[config.mk]
export PLATFORM = sky130hd
export DESIGN_NAME = rv32i_subset_execute_core
export DESIGN_NICKNAME = d
export VERILOG_FILES = /design/src/rtl/rvx_pkg.sv /design/src/rtl/rvx_front.sv /design/src/rtl/rvx_queue.sv /design/src/rtl/rvx_back.sv /design/src/rtl/rv32i_subset_execute_core.sv
export SDC_FILE = /design/constraint.sdc
export NUM_CORES = 2
export LEC_CHECK = 0
export BUFFER_PORTS_ARGS = -buffer_cell sky130_fd_sc_hd__buf_2
export CORE_MARGIN = 3
export CORE_UTILIZATION = 25
export CTS_CLUSTER_DIAMETER = 30
export DETAILED_ROUTE_END_ITERATION = 12
export PLACE_DENSITY_LB_ADDON = 0.25
export SYNTH_ARGS = -nofsm -noshare
export SYNTH_HDL_FRONTEND = slang
export SYNTH_SLANG_ARGS = --single-unit
export TNS_END_PERCENT = 30
[constraint.sdc]
create_clock -name clk -period 8.8 [get_ports clk]
set_input_delay 0.88 -clock clk [delete_from_list [all_inputs] [get_ports clk]]
set_output_delay 0.88 -clock clk [all_outputs]
set_load 0.01 [all_outputs]
[src/rtl/rvx_pkg.sv]
// Shared types, opcodes and constants for the RV32I subset execute core.
`timescale 1ns / 1ps

package rvx_pkg;

    // Default data memory size in bytes
    localparam int unsigned MEM_BYTES_DEFAULT = 4096;

    // Entries in the decode-to-execute queue
    localparam int unsigned QUEUE_DEPTH = 2;

    // Register file geometry
    localparam int unsigned NUM_REGS = 32;
    localparam int unsigned REG_IDX_W = 5;
    localparam logic [REG_IDX_W-1:0] REG_SP = 5'd2;
    localparam logic [REG_IDX_W-1:0] REG_ZERO = 5'd0;

    // Major opcodes
    localparam logic [6:0] OPC_OP_IMM = 7'h13;
    localparam logic [6:0] OPC_OP     = 7'h33;
    localparam logic [6:0] OPC_BRANCH = 7'h63;
    localparam logic [6:0] OPC_JAL    = 7'h6F;

    // funct3 / funct7 codes
    localparam logic [2:0] F3_ADD_SUB = 3'd0;
    localparam logic [2:0] F3_BEQ     = 3'd0;
    localparam logic [2:0] F3_BNE     = 3'd1;
    localparam logic [6:0] F7_BASE    = 7'h00;
    localparam logic [6:0] F7_SUB     = 7'h20;

    // Operation class decided by the front end
    typedef enum logic [2:0] {
        OP_NOP,
        OP_ZERO,
        OP_ADDI,
        OP_ADD,
        OP_SUB,
        OP_BEQ,
        OP_BNE,
        OP_JAL
    } op_class_t;

    // Input transaction
    typedef struct packed {
        logic [31:0] instr_word;
        logic [4:0]  peek_index;
    } instr_t;

    // Output transaction
    typedef struct packed {
        logic [31:0]        next_pc;
        logic               halted;
        logic               write_enable;
        logic [4:0]         write_index;
        logic signed [31:0] write_value;
        logic signed [31:0] peek_value;
        logic [63:0]        retired_count;
    } result_t;

    // Decoded instruction held in the queue
    typedef struct packed {
        op_class_t             cls;
        logic [REG_IDX_W-1:0]  rd;
        logic [REG_IDX_W-1:0]  rs1;
        logic [REG_IDX_W-1:0]  rs2;
        logic [REG_IDX_W-1:0]  peek;
        logic [31:0]           imm;
    } uop_t;

    // Queue head as seen by the back end
    typedef struct packed {
        logic valid;
        uop_t uop;
    } q_head_t;

endpackage

[src/rtl/rvx_front.sv]
// Front end: accepts instruction transactions and decodes them into queue entries.
`timescale 1ns / 1ps

module rvx_front
(
    input  logic              instr_valid,
    output logic              instr_stall,
    input  rvx_pkg::instr_t   instr,
    input  logic              q_full,
    output logic              push,
    output rvx_pkg::uop_t     uop
);

    logic [31:0] w;
    logic [6:0]  opc;
    logic [2:0]  f3;
    logic [6:0]  f7;

    assign w   = instr.instr_word;
    assign opc = w[6:0];
    assign f3  = w[14:12];
    assign f7  = w[31:25];

    // Handshake: take a transaction whenever the queue has room
    assign instr_stall = q_full;
    assign push        = instr_valid && !q_full;

    // Decode
    always_comb
    begin
        uop      = '0;
        uop.cls  = rvx_pkg::OP_NOP;
        uop.rd   = w[11:7];
        uop.rs1  = w[19:15];
        uop.rs2  = w[24:20];
        uop.peek = instr.peek_index;
        uop.imm  = '0;
        if (w == '0)
        begin
            uop.cls = rvx_pkg::OP_ZERO;
        end
        else
        begin
            unique case (opc)
                rvx_pkg::OPC_OP_IMM:
                begin
                    // every funct3 executes as ADDI
                    uop.cls = rvx_pkg::OP_ADDI;
                    uop.imm = {{20{w[31]}}, w[31:20]};
                end
                rvx_pkg::OPC_OP:
                begin
                    if (f3 == rvx_pkg::F3_ADD_SUB && f7 == rvx_pkg::F7_BASE)
                    begin
                        uop.cls = rvx_pkg::OP_ADD;
                    end
                    else if (f3 == rvx_pkg::F3_ADD_SUB && f7 == rvx_pkg::F7_SUB)
                    begin
                        uop.cls = rvx_pkg::OP_SUB;
                    end
                end
                rvx_pkg::OPC_BRANCH:
                begin
                    uop.imm = {{19{w[31]}}, w[31], w[7], w[30:25], w[11:8], 1'b0};
                    if (f3 == rvx_pkg::F3_BEQ)
                    begin
                        uop.cls = rvx_pkg::OP_BEQ;
                    end
                    else if (f3 == rvx_pkg::F3_BNE)
                    begin
                        uop.cls = rvx_pkg::OP_BNE;
                    end
                end
                rvx_pkg::OPC_JAL:
                begin
                    uop.cls = rvx_pkg::OP_JAL;
                    uop.imm = {{11{w[31]}}, w[31], w[19:12], w[20], w[30:21], 1'b0};
                end
                default:
                begin
                    uop.cls = rvx_pkg::OP_NOP;
                end
            endcase
        end
    end

endmodule

[src/rtl/rvx_queue.sv]
// Small FIFO of decoded instructions between front and back end.
`timescale 1ns / 1ps

module rvx_queue
(
    input  logic               clk,
    input  logic               rst_n,
    input  logic               push,
    input  rvx_pkg::uop_t      push_uop,
    output logic               full,
    input  logic               pop,
    output rvx_pkg::q_head_t   head
);

    localparam int unsigned DEPTH = rvx_pkg::QUEUE_DEPTH;
    localparam int unsigned PTR_W = (DEPTH > 1) ? $clog2(DEPTH) : 1;
    localparam int unsigned CNT_W = $clog2(DEPTH + 1);

    rvx_pkg::uop_t     entry_reg [DEPTH];
    logic [PTR_W-1:0]  wr_ptr_reg;
    logic [PTR_W-1:0]  wr_ptr_next;
    logic [PTR_W-1:0]  rd_ptr_reg;
    logic [PTR_W-1:0]  rd_ptr_next;
    logic [CNT_W-1:0]  count_reg;
    logic [CNT_W-1:0]  count_next;

    assign full       = (count_reg == CNT_W'(DEPTH));
    assign head.valid = (count_reg != '0);
    assign head.uop   = entry_reg[rd_ptr_reg];

    // Pointer and occupancy update
    always_comb
    begin
        wr_ptr_next = wr_ptr_reg;
        rd_ptr_next = rd_ptr_reg;
        count_next  = count_reg;
        if (push)
        begin
            wr_ptr_next = (wr_ptr_reg == PTR_W'(DEPTH - 1)) ? '0 : wr_ptr_reg + 1'b1;
        end
        if (pop)
        begin
            rd_ptr_next = (rd_ptr_reg == PTR_W'(DEPTH - 1)) ? '0 : rd_ptr_reg + 1'b1;
        end
        if (push && !pop)
        begin
            count_next = count_reg + 1'b1;
        end
        else if (pop && !push)
        begin
            count_next = count_reg - 1'b1;
        end
    end

    always_ff @(posedge clk or negedge rst_n)
    begin
        if (!rst_n)
        begin
            wr_ptr_reg <= '0;
            rd_ptr_reg <= '0;
            count_reg  <= '0;
        end
        else
        begin
            wr_ptr_reg <= wr_ptr_next;
            rd_ptr_reg <= rd_ptr_next;
            count_reg  <= count_next;
        end
    end

    // Entry storage
    always_ff @(posedge clk)
    begin
        if (push)
        begin
            entry_reg[wr_ptr_reg] <= push_uop;
        end
    end

    // Assertions
    a_no_overflow: assert property (@(posedge clk) disable iff (!rst_n)
        count_reg <= CNT_W'(DEPTH))
        else $error("queue occupancy above depth");

    a_pop_nonempty: assert property (@(posedge clk) disable iff (!rst_n)
        pop |-> count_reg != '0)
        else $error("pop from empty queue");

    a_count_hold: assert property (@(posedge clk) disable iff (!rst_n)
        (push == pop) |=> $stable(count_reg))
        else $error("queue occupancy changed without net push or pop");

endmodule

[src/rtl/rvx_back.sv]
// Back end: register file, pc, retire counter, execute stage and output register.
`timescale 1ns / 1ps

module rvx_back
#(
    parameter int unsigned MEM_BYTES = rvx_pkg::MEM_BYTES_DEFAULT
)
(
    input  logic               clk,
    input  logic               rst_n,
    input  rvx_pkg::q_head_t   head,
    output logic               pop,
    output logic               result_valid,
    input  logic               result_stall,
    output rvx_pkg::result_t   result
);

    localparam int unsigned NREG = rvx_pkg::NUM_REGS;
    localparam int unsigned IW   = rvx_pkg::REG_IDX_W;

    // Register file: two copies, one for source operands, one for the peek port
    logic [31:0]         rf_src_mem  [NREG];
    logic [31:0]         rf_peek_mem [NREG];
    logic [NREG-1:0]     rf_written_reg;

    // Execute stage
    logic                ex_valid_reg;
    logic                ex_valid_next;
    rvx_pkg::uop_t       ex_uop_reg;
    rvx_pkg::uop_t       ex_uop_next;
    logic [31:0]         rs1_data_reg;
    logic [31:0]         rs2_data_reg;
    logic [31:0]         peek_data_reg;
    logic                rs1_wr_reg;
    logic                rs2_wr_reg;
    logic                peek_wr_reg;

    // Last committed write, for bypass
    logic                lw_en_reg;
    logic [IW-1:0]       lw_idx_reg;
    logic [31:0]         lw_val_reg;

    // Architectural state
    logic [31:0]         pc_reg;
    logic [31:0]         pc_next;
    logic [63:0]         retired_reg;
    logic [63:0]         retired_next;

    // Output register
    logic                out_valid_reg;
    logic                out_valid_next;
    rvx_pkg::result_t    out_reg;
    rvx_pkg::result_t    out_next;

    logic                out_free;
    logic                ex_fire;
    logic                ex_adv;
    logic                halt;
    logic [31:0]         op_a;
    logic [31:0]         op_b;
    logic [31:0]         wv;
    logic                wr;
    logic                we;
    logic                take;
    logic [31:0]         npc;
    logic [31:0]         pc_plus4;

    // Register value seen by the execute stage: bypass, stored, or reset value
    function automatic logic [31:0] reg_value(
        input logic [IW-1:0] idx,
        input logic [31:0]   data,
        input logic          written,
        input logic          byp_en,
        input logic [IW-1:0] byp_idx,
        input logic [31:0]   byp_val
    );
        logic [31:0] v;
        if (byp_en && byp_idx == idx)
        begin
            v = byp_val;
        end
        else if (written)
        begin
            v = data;
        end
        else if (idx == rvx_pkg::REG_SP)
        begin
            v = 32'(MEM_BYTES);
        end
        else
        begin
            v = '0;
        end
        return v;
    endfunction

    // Stage control
    assign out_free = !out_valid_reg || !result_stall;
    assign ex_fire  = ex_valid_reg && out_free;
    assign ex_adv   = !ex_valid_reg || ex_fire;
    assign pop      = head.valid && ex_adv;

    always_comb
    begin
        if (ex_adv)
        begin
            ex_valid_next = head.valid;
            ex_uop_next   = head.uop;
        end
        else
        begin
            ex_valid_next = ex_valid_reg;
            ex_uop_next   = ex_uop_reg;
        end
    end

    // Execute
    always_comb
    begin
        op_a = reg_value(ex_uop_reg.rs1, rs1_data_reg, rs1_wr_reg,
                         lw_en_reg, lw_idx_reg, lw_val_reg);
        op_b = reg_value(ex_uop_reg.rs2, rs2_data_reg, rs2_wr_reg,
                         lw_en_reg, lw_idx_reg, lw_val_reg);
        halt = (ex_uop_reg.cls == rvx_pkg::OP_ZERO) ||
               (({1'b0, pc_reg} + 33'd3) >= 33'(MEM_BYTES));
        pc_plus4 = pc_reg + 32'd4;
        wv   = '0;
        wr   = 1'b0;
        take = 1'b0;
        npc  = pc_plus4;
        case (ex_uop_reg.cls)
            rvx_pkg::OP_ADDI:
            begin
                wv = op_a + ex_uop_reg.imm;
                wr = 1'b1;
            end
            rvx_pkg::OP_ADD:
            begin
                wv = op_a + op_b;
                wr = 1'b1;
            end
            rvx_pkg::OP_SUB:
            begin
                wv = op_a - op_b;
                wr = 1'b1;
            end
            rvx_pkg::OP_BEQ:
            begin
                take = (op_a == op_b);
            end
            rvx_pkg::OP_BNE:
            begin
                take = (op_a != op_b);
            end
            rvx_pkg::OP_JAL:
            begin
                wv   = pc_plus4;
                wr   = 1'b1;
                take = 1'b1;
            end
            default:
            begin
                wr = 1'b0;
            end
        endcase
        if (take)
        begin
            npc = pc_reg + ex_uop_reg.imm;
        end
        we = !halt && wr && (ex_uop_reg.rd != rvx_pkg::REG_ZERO);

        pc_next      = halt ? pc_reg : npc;
        retired_next = halt ? retired_reg : retired_reg + 64'd1;

        out_next               = '0;
        out_next.next_pc       = pc_next;
        out_next.halted        = halt;
        out_next.write_enable  = we;
        out_next.write_index   = we ? ex_uop_reg.rd : '0;
        out_next.write_value   = we ? wv : '0;
        out_next.retired_count = retired_next;
        if (we && ex_uop_reg.rd == ex_uop_reg.peek)
        begin
            out_next.peek_value = wv;
        end
        else
        begin
            out_next.peek_value = reg_value(ex_uop_reg.peek, peek_data_reg, peek_wr_reg,
                                            lw_en_reg, lw_idx_reg, lw_val_reg);
        end
    end

    always_comb
    begin
        if (ex_fire)
        begin
            out_valid_next = 1'b1;
        end
        else if (!result_stall)
        begin
            out_valid_next = 1'b0;
        end
        else
        begin
            out_valid_next = out_valid_reg;
        end
    end

    // Control and state registers
    always_ff @(posedge clk or negedge rst_n)
    begin
        if (!rst_n)
        begin
            ex_valid_reg   <= 1'b0;
            out_valid_reg  <= 1'b0;
            lw_en_reg      <= 1'b0;
            rf_written_reg <= '0;
            pc_reg         <= '0;
            retired_reg    <= '0;
        end
        else
        begin
            ex_valid_reg  <= ex_valid_next;
            out_valid_reg <= out_valid_next;
            lw_en_reg     <= ex_fire && we;
            if (ex_fire)
            begin
                pc_reg      <= pc_next;
                retired_reg <= retired_next;
                if (we)
                begin
                    rf_written_reg[ex_uop_reg.rd] <= 1'b1;
                end
            end
        end
    end

    // Payload registers; reads use the addresses of the next execute entry
    always_ff @(posedge clk)
    begin
        ex_uop_reg  <= ex_uop_next;
        lw_idx_reg  <= ex_uop_reg.rd;
        lw_val_reg  <= wv;
        rs1_wr_reg  <= rf_written_reg[ex_uop_next.rs1];
        rs2_wr_reg  <= rf_written_reg[ex_uop_next.rs2];
        peek_wr_reg <= rf_written_reg[ex_uop_next.peek];
        if (ex_fire)
        begin
            out_reg <= out_next;
        end
    end

    // Source operand copy of the register file
    always_ff @(posedge clk)
    begin
        if (ex_fire && we)
        begin
            rf_src_mem[ex_uop_reg.rd] <= wv;
        end
        rs1_data_reg <= rf_src_mem[ex_uop_next.rs1];
        rs2_data_reg <= rf_src_mem[ex_uop_next.rs2];
    end

    // Peek copy of the register file
    always_ff @(posedge clk)
    begin
        if (ex_fire && we)
        begin
            rf_peek_mem[ex_uop_reg.rd] <= wv;
        end
        peek_data_reg <= rf_peek_mem[ex_uop_next.peek];
    end

    assign result_valid = out_valid_reg;
    assign result       = out_reg;

    // Assertions
    a_x0_never_written: assert property (@(posedge clk) disable iff (!rst_n)
        (ex_fire && we) |-> ex_uop_reg.rd != rvx_pkg::REG_ZERO)
        else $error("write to x0");

    a_halt_no_write: assert property (@(posedge clk) disable iff (!rst_n)
        out_valid_reg |-> !(out_reg.halted && out_reg.write_enable))
        else $error("halted result carries a register write");

    a_retire_step: assert property (@(posedge clk) disable iff (!rst_n)
        (ex_fire && !halt) |=> retired_reg == $past(retired_reg) + 64'd1)
        else $error("retire count did not advance");

    a_pc_hold_on_halt: assert property (@(posedge clk) disable iff (!rst_n)
        (ex_fire && halt) |=> $stable(pc_reg) && $stable(retired_reg))
        else $error("state changed on halt");

endmodule

[src/rtl/rv32i_subset_execute_core.sv]
// Top level of the RV32I subset execute core: front end, queue and back end.
`timescale 1ns / 1ps
// Usage:
//   Input channel (instr_valid / instr_stall / instr) carries one instruction word,
//   fetched outside at the pc last reported, plus a register number to peek.
//   Output channel (result_valid / result_stall / result) carries one result per
//   instruction: next pc, halt flag, register write, peek value and retire count.
//   A transaction moves at a rising edge with valid high and stall low.
// Path: the input is decoded into the queue, the register file is read into the
//   execute stage, then the execute result is written into the output register.
// Throughput: one instruction per cycle while result_stall is low; the execute stage
//   resolves the pc and register dependences between neighbors with a write bypass.
// Halt: a zero word, or pc + 3 >= MEM_BYTES, reports halted and keeps all state.
// Reset: registers read zero except x2 = MEM_BYTES, pc and retire count are zero;
//   the block takes input as soon as reset is released.
// Stall: while result_stall is high the result holds; the execute stage and the
//   two-entry queue fill, after which instr_stall rises.
module rv32i_subset_execute_core
#(
    parameter int unsigned MEM_BYTES = rvx_pkg::MEM_BYTES_DEFAULT
)
(
    input  logic               clk,
    input  logic               rst_n,
    input  logic               instr_valid,
    output logic               instr_stall,
    input  rvx_pkg::instr_t    instr,
    output logic               result_valid,
    input  logic               result_stall,
    output rvx_pkg::result_t   result
);

    logic               q_full;
    logic               push;
    logic               pop;
    rvx_pkg::uop_t      push_uop;
    rvx_pkg::q_head_t   head;

    rvx_front u_front
    (
        .instr_valid (instr_valid),
        .instr_stall (instr_stall),
        .instr       (instr),
        .q_full      (q_full),
        .push        (push),
        .uop         (push_uop)
    );

    rvx_queue u_queue
    (
        .clk      (clk),
        .rst_n    (rst_n),
        .push     (push),
        .push_uop (push_uop),
        .full     (q_full),
        .pop      (pop),
        .head     (head)
    );

    rvx_back
    #(
        .MEM_BYTES (MEM_BYTES)
    )
    u_back
    (
        .clk          (clk),
        .rst_n        (rst_n),
        .head         (head),
        .pop          (pop),
        .result_valid (result_valid),
        .result_stall (result_stall),
        .result       (result)
    );

endmodule
# Word level (Yosys, flattened, before mapping)
# Memories as Yosys holds them, arrays and structs flattened. A register that Yosys moved wholly into a read port is not among the register bits.
# Index checks and enable logic that the tools add are counted.
# totals
reg_bits	397
ram_bits	2158
inputBits	41
elab_cells	148
mem_count	3
# mem_list
memory	depth	word_bits	read_ports	rd_ports_with_merged_regs	wr	line	source
u_back.rf_peek_mem	32	32	1	1	1	rvx_back.sv:23	logic [31:0] rf_peek_mem [NREG];
u_back.rf_src_mem	32	32	2	2	1	rvx_back.sv:22	logic [31:0] rf_src_mem [NREG];
u_queue.entry_reg	2	55	1	0	1	rvx_queue.sv:19	rvx_pkg::uop_t entry_reg [DEPTH];
# classes
add_sub_neg	11
order_cmp	6
eq_ne	24
n_mux	43
n_bitwise	1
n_reduce_logical	33
# ops
cell	n
$mux W32	10
$pmux W32 S4	1
$add A32 B32 Y32	3
$pmux W32 S3	1
$add A64 B1 Y64 const B	1
$mux W64	1
$mux W47	1
$mux W13	3
$add A32 B2 Y33 const B	1
$ge A33 B13 Y1 const B	1
$add A32 B3 Y32 const B	1
$eq A32 B32 Y1	1
$logic_not A32 Y1	1
$ne A32 B32 Y1	1
$or A32 B32 Y32	1
$sub A32 B32 Y32	1
$lt A5 B6 Y1 const B	4
$eq A5 B5 Y1	4
$bmux W1 S5	3
$eq A5 B2 Y1 const B	3
$logic_and A1 B1 Y1	15
$mux W3	5
$eq A7 B6 Y1 const B	2
$eq A7 B7 Y1 const B	2
other kinds (23)	51

# Longest topological paths before layout
# logic_depth
word_depth	9
ltp_mapped	22
ltp_nobuf	19

# Hierarchy
# A second synthesis with hierarchy kept.
# hier_totals
cells_unflattened	10450
area_unflattened_um2	91719.2
# modules_own_cells
module	instances	cells_each	area_each_um2	seq_area_each_um2
rvx_back	1	10171	86715.7	43266.5
rvx_queue	1	187	4322.9	3403.3
rvx_front	1	92	680.7	0.0

# Worst setup path after synthesis
# No wires, ideal clock.
# synth_timing
kind	input to register
startpoint	input result_stall
endpoint	register u_back.retired_reg[61]
setup_time_ps	141
arrival_ps	6874
required_ps	8659
slack_ps	1785
path_stages	7
cell_sequence	nand2_1 > nand2_1 > inv_1 > clkbuf_1 > clkbuf_1 > nand4_1 > xnor2_1
# synth_via
elab_chain_len	3
# synth_lines
item	line	source
from (decl)	rv32i_subset_execute_core.sv:29	input logic result_stall,
$logic_not A1 Y1	rvx_back.sv:98	assign out_free = !out_valid_reg || !result_stall;
$logic_or A1 B1 Y1	rvx_back.sv:98	
$logic_and A1 B1 Y1	rvx_back.sv:99	assign ex_fire = ex_valid_reg && out_free;
via u_back.ex_fire	rvx_back.sv:56	logic ex_fire;
to (signal assigned)	rvx_back.sv:229	retired_reg <= retired_next;
to (decl)	rvx_back.sv:46	logic [63:0] retired_reg;
# The timed path passes the listed nets, and every way through them passes these cells.
# A chain may end at the register's enable or synchronous reset.

# Worst setup path after layout
# layout_timing
startpoint	register u_back.pc_reg[13]
endpoint	memory u_back.rf_src_mem[18][0] (enable)
# layout_via
elab_chain_len	9
# layout_lines
item	line	source
from (decl)	rvx_back.sv:44	logic [31:0] pc_reg;
from (signal assigned)	rvx_back.sv:228	pc_reg <= pc_next;
$add A32 B2 Y33	rvx_back.sv:125	(({1'b0, pc_reg} + 33'd3) >= 33'(MEM_BYTES));
$ge A33 B13 Y1	rvx_back.sv:125	
$logic_or A1 B1 Y1	rvx_back.sv:124	halt = (ex_uop_reg.cls == rvx_pkg::OP_ZERO) ||
$logic_not A1 Y1	rvx_back.sv:170	we = !halt && wr && (ex_uop_reg.rd != rvx_pkg::REG_ZERO);
$logic_and A1 B1 Y1 (2 in a row)	rvx_back.sv:170	
$logic_and A1 B1 Y1	rvx_back.sv:256	if (ex_fire && we)
$mux W1	rvx_back.sv:256	
$mux W1 (not written as such)	rvx_back.sv:258	rf_src_mem[ex_uop_reg.rd] <= wv;
to (decl)	rvx_back.sv:22	
# No other way between the ends.

==> impl_metrics.ini <==
[clocking]
cts.root.buffer_cell = clkbuf_16
post_cts_buffers = 0
insertion_delay_ns = 0.89
clockBufferDepth = 4
tritoncts = yes
htree_levels = 5
postCtsHoldBufs = 0
cts_resized = 0
cts_buffers = 378
clock_sinks = 1594
cts.clk_slew.worst_paths_ns = 0.04

[logic_synthesis]
yosysSeqAreaShare = 0.529
syn_inst = 6673
synth_edf_count = 1308
netlist_area_sq_um = 86400
syn_area_per_cell_sq_um = 12.9
ys.flop_type = edfxtp_1
ys_top_cells_by_area = edfxtp_1, mux4_2, nand2_1
post-synth-top-area-fraction = 0.455
ys.warnings.count = 0
synth-async-reset-ratio = 0.0847
synth_top_cell_by_area = edfxtp_1
yosysUniqueCellTypes = 97
synth-seq-cells = 1594

[timing]
rsz0062_at_grt = no
worst_slew_pin_slew_ns = 1.34
skew_ns = 0.103
maxSlewViolCount = 0
slew_headroom = 0.0945
setup_viol = 0
fin_crit_sh = 0.773
final_hold_viol_count = 0
fin_crit_ns = 6.80
max_clock_freq_ghz = 0.147
setup_tns_ns = 0

[die]
die_y_um = 594
rows = 215
pin_count = 210
initial_core_util = 0.252
die_area_sq_um = 353000
die_x_um = 594
coreArea_sq_um = 344000

[grt]
grt_pass1_vias = 63700
grt_max_degree = 93
antenna_found_initial = 40
gr-total-overflow = 0
grt.total_usage = 0.190
grt_pass1_wl_mm = 486

[power]
powerDensity_nw_per_um2 = 448
irDropWorstVdd_uv = 421
leakage_uw = 0.0390

[finish]
fillers = 34100
area_delta_synth_final_pct = 23.3
largest_register_ffs = 1024
fin_area_sq_um = 107000
layout.nets = 7116
final_layout_size_suffix_gt1_frac = 0.276

[drt]
final_antenna_net_count = 0
via_per_inst = 5.34
wl_per_cell_um = 29.2
drcViolationCount = 0
vias = 63400
wl_mm = 346
dr.pass1.iters = 6
drtIter0Drc = 7299

[critical_path]
worst_setup_path_startpoint = u_back.pc_reg[13]
required_ns = 9.30
critical_path_arrival_ns = 7.30
r2r_slack_ns = 2.00
crit_path_start_kind = register
end_kind = register
critical_path.max_fanout = 34
critical_path_class = reg2reg
r2r-start = u_back.pc_reg[13]

[placed_design]
io_buffers = 209
post_dp_cell_area_sq_um = 93400
hpwl_mm = 225
gp_congestion = 0.917

[outcome]
status = finished, final reports clean

[min_path]
hold_class = in2async

[run]
max_cap_violations = 0
critical path, cell delays in order (launching register included):
cell and delay [ns]:
dfrtp_1 0.61, and4_1 0.36, nand2_1 0.13, or4_1 0.64
nor3_1 0.32, xnor2_1 0.21, a41oi_1 0.19, or4_4 0.74
or3_2 0.55, buf_4 0.30, nor2_2 0.42, nand3b_1 0.73
nor2_4 0.82, buf_4 0.44
kinds of logic (layout without fill, tap and decap cells):
family,count (synthesis),after routing,share of synthesized area
AOI/OAI and AO/OA,940,940,0.0672
xor gates and xnor gates,272,272,0.0276
adders and majority gates,97,97,0.0142
buffers and inverters,593,1189,0.0268
DFF,1594,1594,0.529
muxes,865,865,0.215
other,1,48,0.0000434
and+or+nand+nor,2311,2311,0.120
Yosys cell counts, types with 8 or more instances:
| cell | number |
|---|---|
| and3_1 | 67 |
| or2_2 | 47 |
| clkbuf_1 | 358 |
| dfrtp_1 | 135 |
| and4_1 | 16 |
| o21ai_0 | 186 |
| or3_1 | 16 |
| o21a_1 | 17 |
| buf_2 | 24 |
| a31oi_1 | 19 |
| ha_1 | 94 |
| xnor2_1 | 163 |
| a22oi_1 | 9 |
| a21oi_2 | 29 |
| mux2_2 | 37 |
| nand3_1 | 424 |
| buf_1 | 101 |
| and2_1 | 34 |
| nand4_1 | 63 |
| a21oi_1 | 365 |
| a211o_1 | 15 |
| xor2_1 | 109 |
| a211oi_1 | 44 |
| nand3b_1 | 8 |
| edfxtp_1 | 1308 |
| dfxtp_1 | 151 |
| nor3_1 | 65 |
| o31ai_1 | 11 |
| nand2_1 | 1195 |
| or4_1 | 10 |
| o211ai_1 | 28 |
| inv_1 | 89 |
| o22ai_1 | 10 |
| nand2b_1 | 18 |
| o21bai_1 | 34 |
| mux2i_1 | 36 |
| nor2b_1 | 14 |
| a21o_1 | 84 |
| a221oi_1 | 12 |
| nor2_1 | 267 |
| mux4_2 | 792 |
| nor4_1 | 30 |
layout make-up:
class | count | area (sq um) | area share
clock buffers | 437 | 10000 | 0.0938
diodes | 16 | 40.0 | 0.000376
well taps | 4557 | 5700 | 0.0535
clock inverters | 264 | 3090 | 0.0290
repair buffers | 387 | 2680 | 0.0251
inverters | 101 | 452 | 0.00424
multi-input cells | 4517 | 38900 | 0.365
flip-flops and latches | 1594 | 45700 | 0.429
power breakdown:
part	switching (uW)	internal, uW
clock	4630	9680
sequential	778	10700
combinational	14800	7120
layer usage:
layer  vias to the layer above  track usage  part of all wire
met1                     32800        0.249              0.40
met3                       690       0.0483             0.094
met2                      3443        0.299              0.46
met4                        18       0.0752             0.041
li1                      26500            -                 -
met5                         -            0           0.00034
layout by cell type (no fill, tap or decap), types with 65 or more instances in the layout:
cell          n
nor2_1      233
nand3_1     422
buf_4       155
and3_1       65
inv_1        86
ha_1         94
mux4_2      792
dfrtp_1     134
clkbuf_16   385
xor2_1      109
nand2_1    1193
a21o_1       84
dfxtp_1     150
buf_2       208
edfxtp_1   1308
o21ai_0     181
a21oi_1     364
xnor2_1     163
final timing paths:
kind                            cells past startpoint                        to
max in group asynchronous                           2        u_queue.rd_ptr_reg
worst max register to register                     13  u_back.rf_src_mem[18][0]
min in group clk                                    1  u_queue.entry_reg[0][36]
worst min register to register                      0  u_back.rf_written_reg[0]
worst max-delay path                               13  u_back.rf_src_mem[18][0]
worst min-delay path                                1          u_back.pc_reg[6]
through the flow:
step / total power, uW / instances / setup WS [ns] / utilization / hold WS [ns]
CTS: 47700 / 11900 / 1.99 / 0.310 / 0.148
floorplan: 24000 / 6704 / 1.79 / - / 0.346
detailed placement: 33200 / 11200 / 1.94 / 0.272 / 0.414
global placement: 33200 / 11200 / 2.06 / 0.272 / 0.395
global route: 49500 / 11900 / 1.75 / 0.310 / 0.189
finish: 47700 / 11900 / 2.00 / 0.310 / 0.179
No activity file was read; power rests on OpenSTA's default activity.
